--- config.mk ---
export PLATFORM = sky130hd
export DESIGN_NAME = dle_frame_unstuffer
export DESIGN_NICKNAME = d
export VERILOG_FILES = /design/src/rtl/dfu_pkg.sv /design/src/rtl/dfu_in_stage.sv /design/src/rtl/dfu_parser.sv /design/src/rtl/dfu_out_stage.sv /design/src/rtl/dle_frame_unstuffer.sv
export VERILOG_INCLUDE_DIRS = /design/src /design/src/rtl
export SDC_FILE = /design/constraint.sdc
export NUM_CORES = 1
export LEC_CHECK = 0
export ABC_AREA = 1
export BUFFER_PORTS_ARGS = -buffer_cell sky130_fd_sc_hd__buf_2
export CAP_MARGIN = 20
export CORE_ASPECT_RATIO = 0.6
export CORE_MARGIN = 5
export CORE_UTILIZATION = 45
export CTS_BUF_LIST = sky130_fd_sc_hd__clkbuf_16
export DETAILED_ROUTE_END_ITERATION = 8
export PLACE_DENSITY = 0.66
export SLEW_MARGIN = 40
export SYNTH_ARGS = -nofsm -noshare
export SYNTH_HDL_FRONTEND = slang
export SYNTH_SLANG_ARGS = --single-unit
--- constraint.sdc ---
create_clock -name i_clk -period 2.7 [get_ports i_clk]
set_clock_uncertainty 0.1 [all_clocks]
set_input_delay 0.135 -clock i_clk [delete_from_list [all_inputs] [get_ports i_clk]]
set_output_delay 0.135 -clock i_clk [all_outputs]
set_load 0.005 [all_outputs]
--- src/rtl/dle_frame_unstuffer_assert.svh ---
// ----------------------------------------------------------------------------
// dle_frame_unstuffer_assert.svh
// Assertion macros used by the DLE frame unstuffer parser.
// ----------------------------------------------------------------------------
`ifndef DLE_FRAME_UNSTUFFER_ASSERT_SVH
`define DLE_FRAME_UNSTUFFER_ASSERT_SVH

// Same-cycle implication, checked outside reset.
`define DFU_ASSERT_NOW(label, clk, rst_n, ante, cons, msg) \
    label: assert property (@(posedge clk) disable iff (!(rst_n)) \
        (ante) |-> (cons)) else $error(msg);

// Next-cycle implication, checked outside reset.
`define DFU_ASSERT_NEXT(label, clk, rst_n, ante, cons, msg) \
    label: assert property (@(posedge clk) disable iff (!(rst_n)) \
        (ante) |=> (cons)) else $error(msg);

`endif

--- src/rtl/dfu_pkg.sv ---
// ----------------------------------------------------------------------------
// dfu_pkg
// Types and constants of the DLE frame unstuffer.
// ----------------------------------------------------------------------------
package dfu_pkg;

    localparam int BYTE_W  = 8;
    localparam int COUNT_W = 9;
    localparam int KIND_W  = 2;
    localparam int MODE_W  = 2;

    localparam logic [BYTE_W-1:0] BYTE_DLE = 8'h10;
    localparam logic [BYTE_W-1:0] BYTE_STX = 8'h02;
    localparam logic [BYTE_W-1:0] BYTE_ETX = 8'h03;

    localparam logic [MODE_W-1:0] MODE_HUNT      = 2'd0;
    localparam logic [MODE_W-1:0] MODE_HUNT_DLE  = 2'd1;
    localparam logic [MODE_W-1:0] MODE_FRAME     = 2'd2;
    localparam logic [MODE_W-1:0] MODE_FRAME_DLE = 2'd3;

    localparam logic [KIND_W-1:0] EV_DATA  = 2'd0;
    localparam logic [KIND_W-1:0] EV_END   = 2'd1;
    localparam logic [KIND_W-1:0] EV_EMPTY = 2'd2;
    localparam logic [KIND_W-1:0] EV_OVER  = 2'd3;

    localparam logic [COUNT_W-1:0] MAX_LEN_RESET = 9'd256;

    // Held byte in the input stage.
    typedef struct packed {
        logic              valid;
        logic [BYTE_W-1:0] rx_byte;
    } t_in_item;

    // One result item.
    typedef struct packed {
        logic [KIND_W-1:0]  event_kind;
        logic [BYTE_W-1:0]  data_byte;
        logic [COUNT_W-1:0] byte_index;
    } t_event;

endpackage

--- src/rtl/dfu_in_stage.sv ---
// ----------------------------------------------------------------------------
// dfu_in_stage
// Input register: holds one received byte until the parser takes it.
// ----------------------------------------------------------------------------
module dfu_in_stage (
    input  logic                        i_clk,
    input  logic                        i_rst_n,
    input  logic                        i_in_valid,
    output logic                        o_in_ready,
    input  logic [dfu_pkg::BYTE_W-1:0]  i_rx_byte,
    input  logic                        i_take,
    output dfu_pkg::t_in_item           o_item
);

    logic                       r_valid;
    logic [dfu_pkg::BYTE_W-1:0] r_byte;
    logic                       n_valid;

    assign o_in_ready = !r_valid || i_take;

    always_comb begin
        n_valid = r_valid;
        if (o_in_ready) begin
            n_valid = i_in_valid;
        end
    end

    always_ff @(posedge i_clk) begin
        if (!i_rst_n) begin
            r_valid <= 1'b0;
        end else begin
            r_valid <= n_valid;
        end
    end

    // Load payload on every accepted transaction.
    always_ff @(posedge i_clk) begin
        if (o_in_ready && i_in_valid) begin
            r_byte <= i_rx_byte;
        end
    end

    assign o_item.valid   = r_valid;
    assign o_item.rx_byte = r_byte;

endmodule

--- src/rtl/dfu_parser.sv ---
// ----------------------------------------------------------------------------
// dfu_parser
// Framing state machine, frame counter and length limit register.
// ----------------------------------------------------------------------------
`include "dle_frame_unstuffer_assert.svh"

module dfu_parser #(
    parameter int unsigned MAX_FRAME = 256
) (
    input  logic                         i_clk,
    input  logic                         i_rst_n,
    input  logic                         i_cfg_valid,
    input  logic [dfu_pkg::COUNT_W-1:0]  i_cfg_max_frame_len,
    input  dfu_pkg::t_in_item            i_item,
    input  logic                         i_out_free,
    output logic                         o_take,
    output logic                         o_evt_valid,
    output dfu_pkg::t_event              o_evt
);

    // Largest limit the counter width can express.
    localparam int unsigned CountMax = (1 << dfu_pkg::COUNT_W) - 1;
    localparam int unsigned LimitCapInt = (MAX_FRAME > CountMax) ? CountMax : MAX_FRAME;
    localparam logic [dfu_pkg::COUNT_W-1:0] LIMIT_CAP = dfu_pkg::COUNT_W'(LimitCapInt);

    logic [dfu_pkg::MODE_W-1:0]  r_mode;
    logic [dfu_pkg::MODE_W-1:0]  n_mode;
    logic [dfu_pkg::COUNT_W-1:0] r_count;
    logic [dfu_pkg::COUNT_W-1:0] n_count;
    logic [dfu_pkg::COUNT_W-1:0] r_max_len;
    logic [dfu_pkg::COUNT_W-1:0] w_limit;
    logic                        w_has_evt;
    logic                        w_is_data;
    logic [dfu_pkg::BYTE_W-1:0]  w_data;
    dfu_pkg::t_event             w_evt;

    assign o_take  = i_item.valid && i_out_free;
    assign w_limit = (r_max_len > LIMIT_CAP) ? LIMIT_CAP : r_max_len;

    always_comb begin
        n_mode    = r_mode;
        n_count   = r_count;
        w_has_evt = 1'b0;
        w_is_data = 1'b0;
        w_data    = i_item.rx_byte;
        w_evt     = '0;
        unique case (r_mode)
            dfu_pkg::MODE_HUNT: begin
                if (i_item.rx_byte == dfu_pkg::BYTE_DLE) begin
                    n_mode = dfu_pkg::MODE_HUNT_DLE;
                end
            end
            dfu_pkg::MODE_HUNT_DLE: begin
                if (i_item.rx_byte == dfu_pkg::BYTE_STX) begin
                    n_mode  = dfu_pkg::MODE_FRAME;
                    n_count = '0;
                end else begin
                    n_mode = dfu_pkg::MODE_HUNT;
                end
            end
            dfu_pkg::MODE_FRAME: begin
                if (i_item.rx_byte == dfu_pkg::BYTE_DLE) begin
                    n_mode = dfu_pkg::MODE_FRAME_DLE;
                end else begin
                    w_is_data = 1'b1;
                end
            end
            dfu_pkg::MODE_FRAME_DLE: begin
                if (i_item.rx_byte == dfu_pkg::BYTE_ETX) begin
                    w_has_evt = 1'b1;
                    n_mode    = dfu_pkg::MODE_HUNT;
                    n_count   = '0;
                    if (r_count == '0) begin
                        w_evt.event_kind = dfu_pkg::EV_EMPTY;
                    end else begin
                        w_evt.event_kind = dfu_pkg::EV_END;
                        w_evt.byte_index = r_count;
                    end
                end else if (i_item.rx_byte == dfu_pkg::BYTE_DLE) begin
                    w_is_data = 1'b1;
                    w_data    = dfu_pkg::BYTE_DLE;
                end else begin
                    n_mode = dfu_pkg::MODE_FRAME;
                end
            end
            default: begin
                n_mode = dfu_pkg::MODE_HUNT;
            end
        endcase

        // Emit a data byte, or drop the frame once it reaches the limit.
        if (w_is_data) begin
            w_has_evt        = 1'b1;
            w_evt.byte_index = r_count;
            if (r_count >= w_limit) begin
                w_evt.event_kind = dfu_pkg::EV_OVER;
                n_mode           = dfu_pkg::MODE_HUNT;
                n_count          = '0;
            end else begin
                w_evt.event_kind = dfu_pkg::EV_DATA;
                w_evt.data_byte  = w_data;
                n_mode           = dfu_pkg::MODE_FRAME;
                n_count          = r_count + 1'b1;
            end
        end
    end

    always_ff @(posedge i_clk) begin
        if (!i_rst_n) begin
            r_mode    <= dfu_pkg::MODE_HUNT;
            r_count   <= '0;
            r_max_len <= dfu_pkg::MAX_LEN_RESET;
        end else begin
            if (o_take) begin
                r_mode  <= n_mode;
                r_count <= n_count;
            end
            if (i_cfg_valid) begin
                r_max_len <= i_cfg_max_frame_len;
            end
        end
    end

    assign o_evt_valid = o_take && w_has_evt;
    assign o_evt       = w_evt;

    `DFU_ASSERT_NOW(a_hunt_count_zero, i_clk, i_rst_n,
        (r_mode == dfu_pkg::MODE_HUNT) || (r_mode == dfu_pkg::MODE_HUNT_DLE),
        r_count == '0, "frame counter nonzero while hunting")
    `DFU_ASSERT_NOW(a_data_below_limit, i_clk, i_rst_n,
        o_evt_valid && (o_evt.event_kind == dfu_pkg::EV_DATA),
        o_evt.byte_index < w_limit, "data byte index at or above limit")
    `DFU_ASSERT_NOW(a_ctrl_data_zero, i_clk, i_rst_n,
        o_evt_valid && (o_evt.event_kind != dfu_pkg::EV_DATA),
        o_evt.data_byte == '0, "frame event carries a data byte")
    `DFU_ASSERT_NEXT(a_over_hunts, i_clk, i_rst_n,
        o_evt_valid && (o_evt.event_kind == dfu_pkg::EV_OVER),
        r_mode == dfu_pkg::MODE_HUNT, "overflow did not return to hunting")

endmodule

--- src/rtl/dfu_out_stage.sv ---
// ----------------------------------------------------------------------------
// dfu_out_stage
// Result register: holds one event until the consumer takes it.
// ----------------------------------------------------------------------------
module dfu_out_stage (
    input  logic            i_clk,
    input  logic            i_rst_n,
    input  logic            i_evt_valid,
    input  dfu_pkg::t_event i_evt,
    output logic            o_free,
    output logic            o_out_valid,
    input  logic            i_out_ready,
    output dfu_pkg::t_event o_evt
);

    logic            r_valid;
    logic            n_valid;
    dfu_pkg::t_event r_evt;

    // Slot can take a new event when empty or draining this cycle.
    assign o_free = !r_valid || i_out_ready;

    always_comb begin
        n_valid = r_valid;
        if (o_free) begin
            n_valid = i_evt_valid;
        end
    end

    always_ff @(posedge i_clk) begin
        if (!i_rst_n) begin
            r_valid <= 1'b0;
        end else begin
            r_valid <= n_valid;
        end
    end

    always_ff @(posedge i_clk) begin
        if (o_free && i_evt_valid) begin
            r_evt <= i_evt;
        end
    end

    assign o_out_valid = r_valid;
    assign o_evt       = r_evt;

endmodule

--- src/rtl/dle_frame_unstuffer.sv ---
// ----------------------------------------------------------------------------
// dle_frame_unstuffer
// Removes DLE/STX/ETX framing from a received byte stream and reports data
// bytes with their index, frame ends with their length, and frame errors.
// ----------------------------------------------------------------------------
//
//  Channel  Direction  Handshake               Payload
//  cfg      in         i_cfg_valid/o_cfg_ready i_cfg_max_frame_len[8:0]
//  in       in         i_in_valid/o_in_ready   i_rx_byte[7:0]
//  out      out        o_out_valid/i_out_ready o_event_kind/o_data_byte/o_byte_index
//
//  One byte per cycle sustained while the output is not stalled. An accepted
//  byte sits in the input register while the state machine decodes it; its
//  event, if any, loads into the result register when the parser takes the
//  byte, and the consumer takes it from there.
//  Reset (synchronous, active low) returns to hunting, clears the frame
//  counter and sets the length limit to 256. A stalled output holds both
//  registers; input resumes in the same cycle the consumer takes the result.
//
module dle_frame_unstuffer #(
    parameter int unsigned MAX_FRAME = 256
) (
    input  logic                         i_clk,
    input  logic                         i_rst_n,
    // configuration transaction
    input  logic                         i_cfg_valid,
    output logic                         o_cfg_ready,
    input  logic [dfu_pkg::COUNT_W-1:0]  i_cfg_max_frame_len,
    // received byte transaction
    input  logic                         i_in_valid,
    output logic                         o_in_ready,
    input  logic [dfu_pkg::BYTE_W-1:0]   i_rx_byte,
    // event transaction
    output logic                         o_out_valid,
    input  logic                         i_out_ready,
    output logic [dfu_pkg::KIND_W-1:0]   o_event_kind,
    output logic [dfu_pkg::BYTE_W-1:0]   o_data_byte,
    output logic [dfu_pkg::COUNT_W-1:0]  o_byte_index
);

    dfu_pkg::t_in_item w_item;
    dfu_pkg::t_event   w_evt;
    dfu_pkg::t_event   w_out_evt;
    logic              w_take;
    logic              w_out_free;
    logic              w_evt_valid;

    // Limit register always accepts; user must write only while idle (unchecked).
    assign o_cfg_ready = 1'b1;

    // Hold the incoming byte until the parser takes it.
    dfu_in_stage u_in_stage (
        .i_clk      (i_clk),
        .i_rst_n    (i_rst_n),
        .i_in_valid (i_in_valid),
        .o_in_ready (o_in_ready),
        .i_rx_byte  (i_rx_byte),
        .i_take     (w_take),
        .o_item     (w_item)
    );

    // Decode framing; advance only when the result slot can take an event.
    dfu_parser #(
        .MAX_FRAME (MAX_FRAME)
    ) u_parser (
        .i_clk               (i_clk),
        .i_rst_n             (i_rst_n),
        .i_cfg_valid         (i_cfg_valid),
        .i_cfg_max_frame_len (i_cfg_max_frame_len),
        .i_item              (w_item),
        .i_out_free          (w_out_free),
        .o_take              (w_take),
        .o_evt_valid         (w_evt_valid),
        .o_evt               (w_evt)
    );

    // Register the event toward the consumer.
    dfu_out_stage u_out_stage (
        .i_clk       (i_clk),
        .i_rst_n     (i_rst_n),
        .i_evt_valid (w_evt_valid),
        .i_evt       (w_evt),
        .o_free      (w_out_free),
        .o_out_valid (o_out_valid),
        .i_out_ready (i_out_ready),
        .o_evt       (w_out_evt)
    );

    assign o_event_kind = w_out_evt.event_kind;
    assign o_data_byte  = w_out_evt.data_byte;
    assign o_byte_index = w_out_evt.byte_index;

endmodule
==> summary.txt <==
Initial Utilization - 45.9%
Achievable Freq - 401 MHz
# IOs - 44
Avg Cell Area, Syn - 8.35 sq um
Sum Neg Setup Slack - 0 ps
Core Footprint - 5490 sq um
CP max FO - 11
CP Launch Type - flip-flop
Clock Latency Late Sink - 290 ps
worst vdd ir - 279 uV
Worst Setup End Kind - flip-flop
area of the multi-input gates - 1090 sq um
final worst path period share - 92.4%
Die X - 107 um
mux share of post-synthesis cell area - 0%
Port Buf Inserts - 42
TritonCTS clock tree - done
die height - 68.0 um
shortest period the worst path allows - 2490 ps
Hold Startpoint - i_in_valid
Synth area leader - edfxtp_1
hold path depth - 3
grt ovf - 0
Cells after Synth - 302
Power Dens Cells - 507 nW/um^2
simple-gate area share of the yosys netlist - 27.9%
largest family of logic cells by synthesized area - simple AND/OR/NAND/NOR gates
RD Place Congestion - 0.854
status - complete, no violations
FF+latch area - 1250 sq um
clock-pin slew on the worst setup and hold paths - 60 ps
Post-DP HPWL - 4.17 mm
first-pass GRT wire length - 8.94 mm
Compound-Gate Fraction of Synth Area - 7.34%
cell leakage power - 1.45 nW
final hold violation count - 0
number of distinct library cells after synthesis - 31
kind of critical path - flip-flop to flip-flop
TritonRoute pass-1 iters - 4
initial DRC count - 124
Post-Synth XOR/XNOR Area - 1.39%
Routed Antenna Nets - 0
die area - 7250 sq um
Register-to-Register Path Depth - 14
synthesized area - 2520 sq um
fillers - 480
diodes inserted - 0
Area growth, synth to finish - 24.5%
Synthesized Nets - 335
Layout Nets - 397
total CTS buffers - 5
H-tree Lvls - 2
Slew Limit Fails - 0
Setup crit start - u_parser.r_max_len[4]
GR Layer Usage met2 - 21.3%
Most Crowded Layer GR - met1
row count - 21
clock sink total - 49
sequential share of the synthesized area - 49.6%
total wire length - 5.34 mm
share of the synthesized area in the top cell type - 32.2%
Worst Hold Class - input port to flip-flop
Synth area leaders - edfxtp_1, dfxtp_1, nor2_1, nand2_1, ha_1
Bufs on Longest Clock Path - 2
max cap viols - 0
CP required - 2630 ps
met3 usage - 4.62%
Yosys warnings - 0
WP data arrival - 2430 ps
root buf cell - clkbuf_16
vias in the first global route - 1,823
largest net degree at the start of global routing - 16
RSZ-0062 raised after global routing - false
total number of vias - 2,059
worst r2r src - u_parser.r_max_len[4]
post-DR wirelength/cell - 12.3 um
gr usage total - 16.1%
share of post-route cells with drive strength above 1 - 24.7%
routing usage on met1 - 25.0%
DR DRC count - 0
Setup-failing EPs final - 0
Yosys reg bits - 49
adder-cell share of the synthesized area - 5.46%
initial antenna violation count - 0
DR vias/cell - 4.74
Tot Pwr - 0.00159 W
-- metrics by stage --
stage | util (%) | setup WS [ps] | area, sq um | hold slack (ps) | instances
final | 57.2 | 205 | 3140 | 18.0 | 434
after detailed placement | 50.7 | 66.3 | 2790 | 213 | 409
after global placement | 50.7 | 149 | 2790 | 212 | 409
after floorplan | - | 296 | 2520 | 134 | 302
after CTS | 56.6 | 34.0 | 3110 | 15.1 | 433
after global routing | 57.2 | 1.30 | 3140 | 42.7 | 434
-- flip-flops by register name, indices dropped and copies added, names as in the netlist --
name,flops
u_parser.r_mode,2
u_out_stage.o_evt,19
u_parser.r_count,9
u_in_stage.r_byte,8
u_out_stage.o_out_valid,1
u_parser.r_max_len,9
u_in_stage.r_valid,1
-- metal layers --
layer  routed length (um)  vias up
li1                     -     1093
met5                    0        -
met4                    8        0
met1                 2970      903
met3                  381        2
met2                 1980       61
-- cells by family (layout without fill, tap and decap cells) --
kind of cell	after synthesis	after routing
AO/OA/AOI/OAI	34	34
XOR/XNOR	4	4
adder cells (fa/ha/maj)	11	11
buffers and inverters	48	111
flip-flops	49	49
other	1	1
AND/OR/NAND/NOR	155	155
-- final timing paths --
path	slack [ps]	to
hold / removal	20	u_in_stage.r_valid
setup reg to reg	210	u_out_stage.o_evt[18]
setup / recovery	210	u_out_stage.o_evt[18]
hold reg to reg	380	u_parser.r_max_len[0]
-- layout by cell type, fill, tap and decap left out, drive strengths merged --
master	n
nand2	68
nor2	65
buf	44
inv	43
edfxtp	27
dfxtp	22
a21oi	18
dlygate4sd3	16
nand3	16
o21ai	14
ha	11
clkbuf	6
xor2	4
nand4	3
or4	2
clkinv	2
o21a	1
nor4	1
a31oi	1
conb	1
-- critical path, cell delays in order (launching register included) --
cell     delay, ps
dfxtp_1        320
or4_1          520
nor2_1         100
nor2_1          70
inv_2           70
nand2_1         50
ha_1           310
nand2_2         90
nor2_1          50
nand2_1         50
nand3_1        100
nand2_4        130
nand3_4        140
nand2_1        100
a21oi_1         50
-- cells in the mapped netlist, drive strengths merged --
cell type,instances
nor4,1
a21oi,18
nand2,68
o21ai,14
nand4,3
conb,1
buf,4
inv,41
edfxtp,27
xor2,4
clkbuf,1
or4,2
clkinv,2
a31oi,1
o21a,1
ha,11
nand3,16
dfxtp,22
nor2,65
-- what timing repair did --
action                                 4_1_cts  5_1_grt
setup endpoints to repair                    0       16
endpoints found under the hold margin       16        0
resized for setup                            0        7
setup buffers                                0        1
hold buffers                                16        0
-- cell type report --
| type | count | area share (%) |
|---|---|---|
| Sequential cell | 49 | 39.9 |
| Clock buffer | 6 | 4.78 |
| Multi-Input combinational cell | 205 | 34.7 |
| Clock inverter | 2 | 0.319 |
| Inverter | 43 | 5.30 |
| Tap cell | 69 | 2.75 |
| Timing Repair Buffer | 60 | 12.3 |
-- power breakdown --
group	internal [W]	switching [W]	leakage (nW)	total, W
Sequential	0.000802	0.0000136	0.479	0.000816
Combinational	0.0000495	0.0000629	0.887	0.000112
Clock	0.000397	0.000265	0.0826	0.000662
Total	0.00125	0.000341	1.45	0.00159
(Power assumes the default switching activity.)
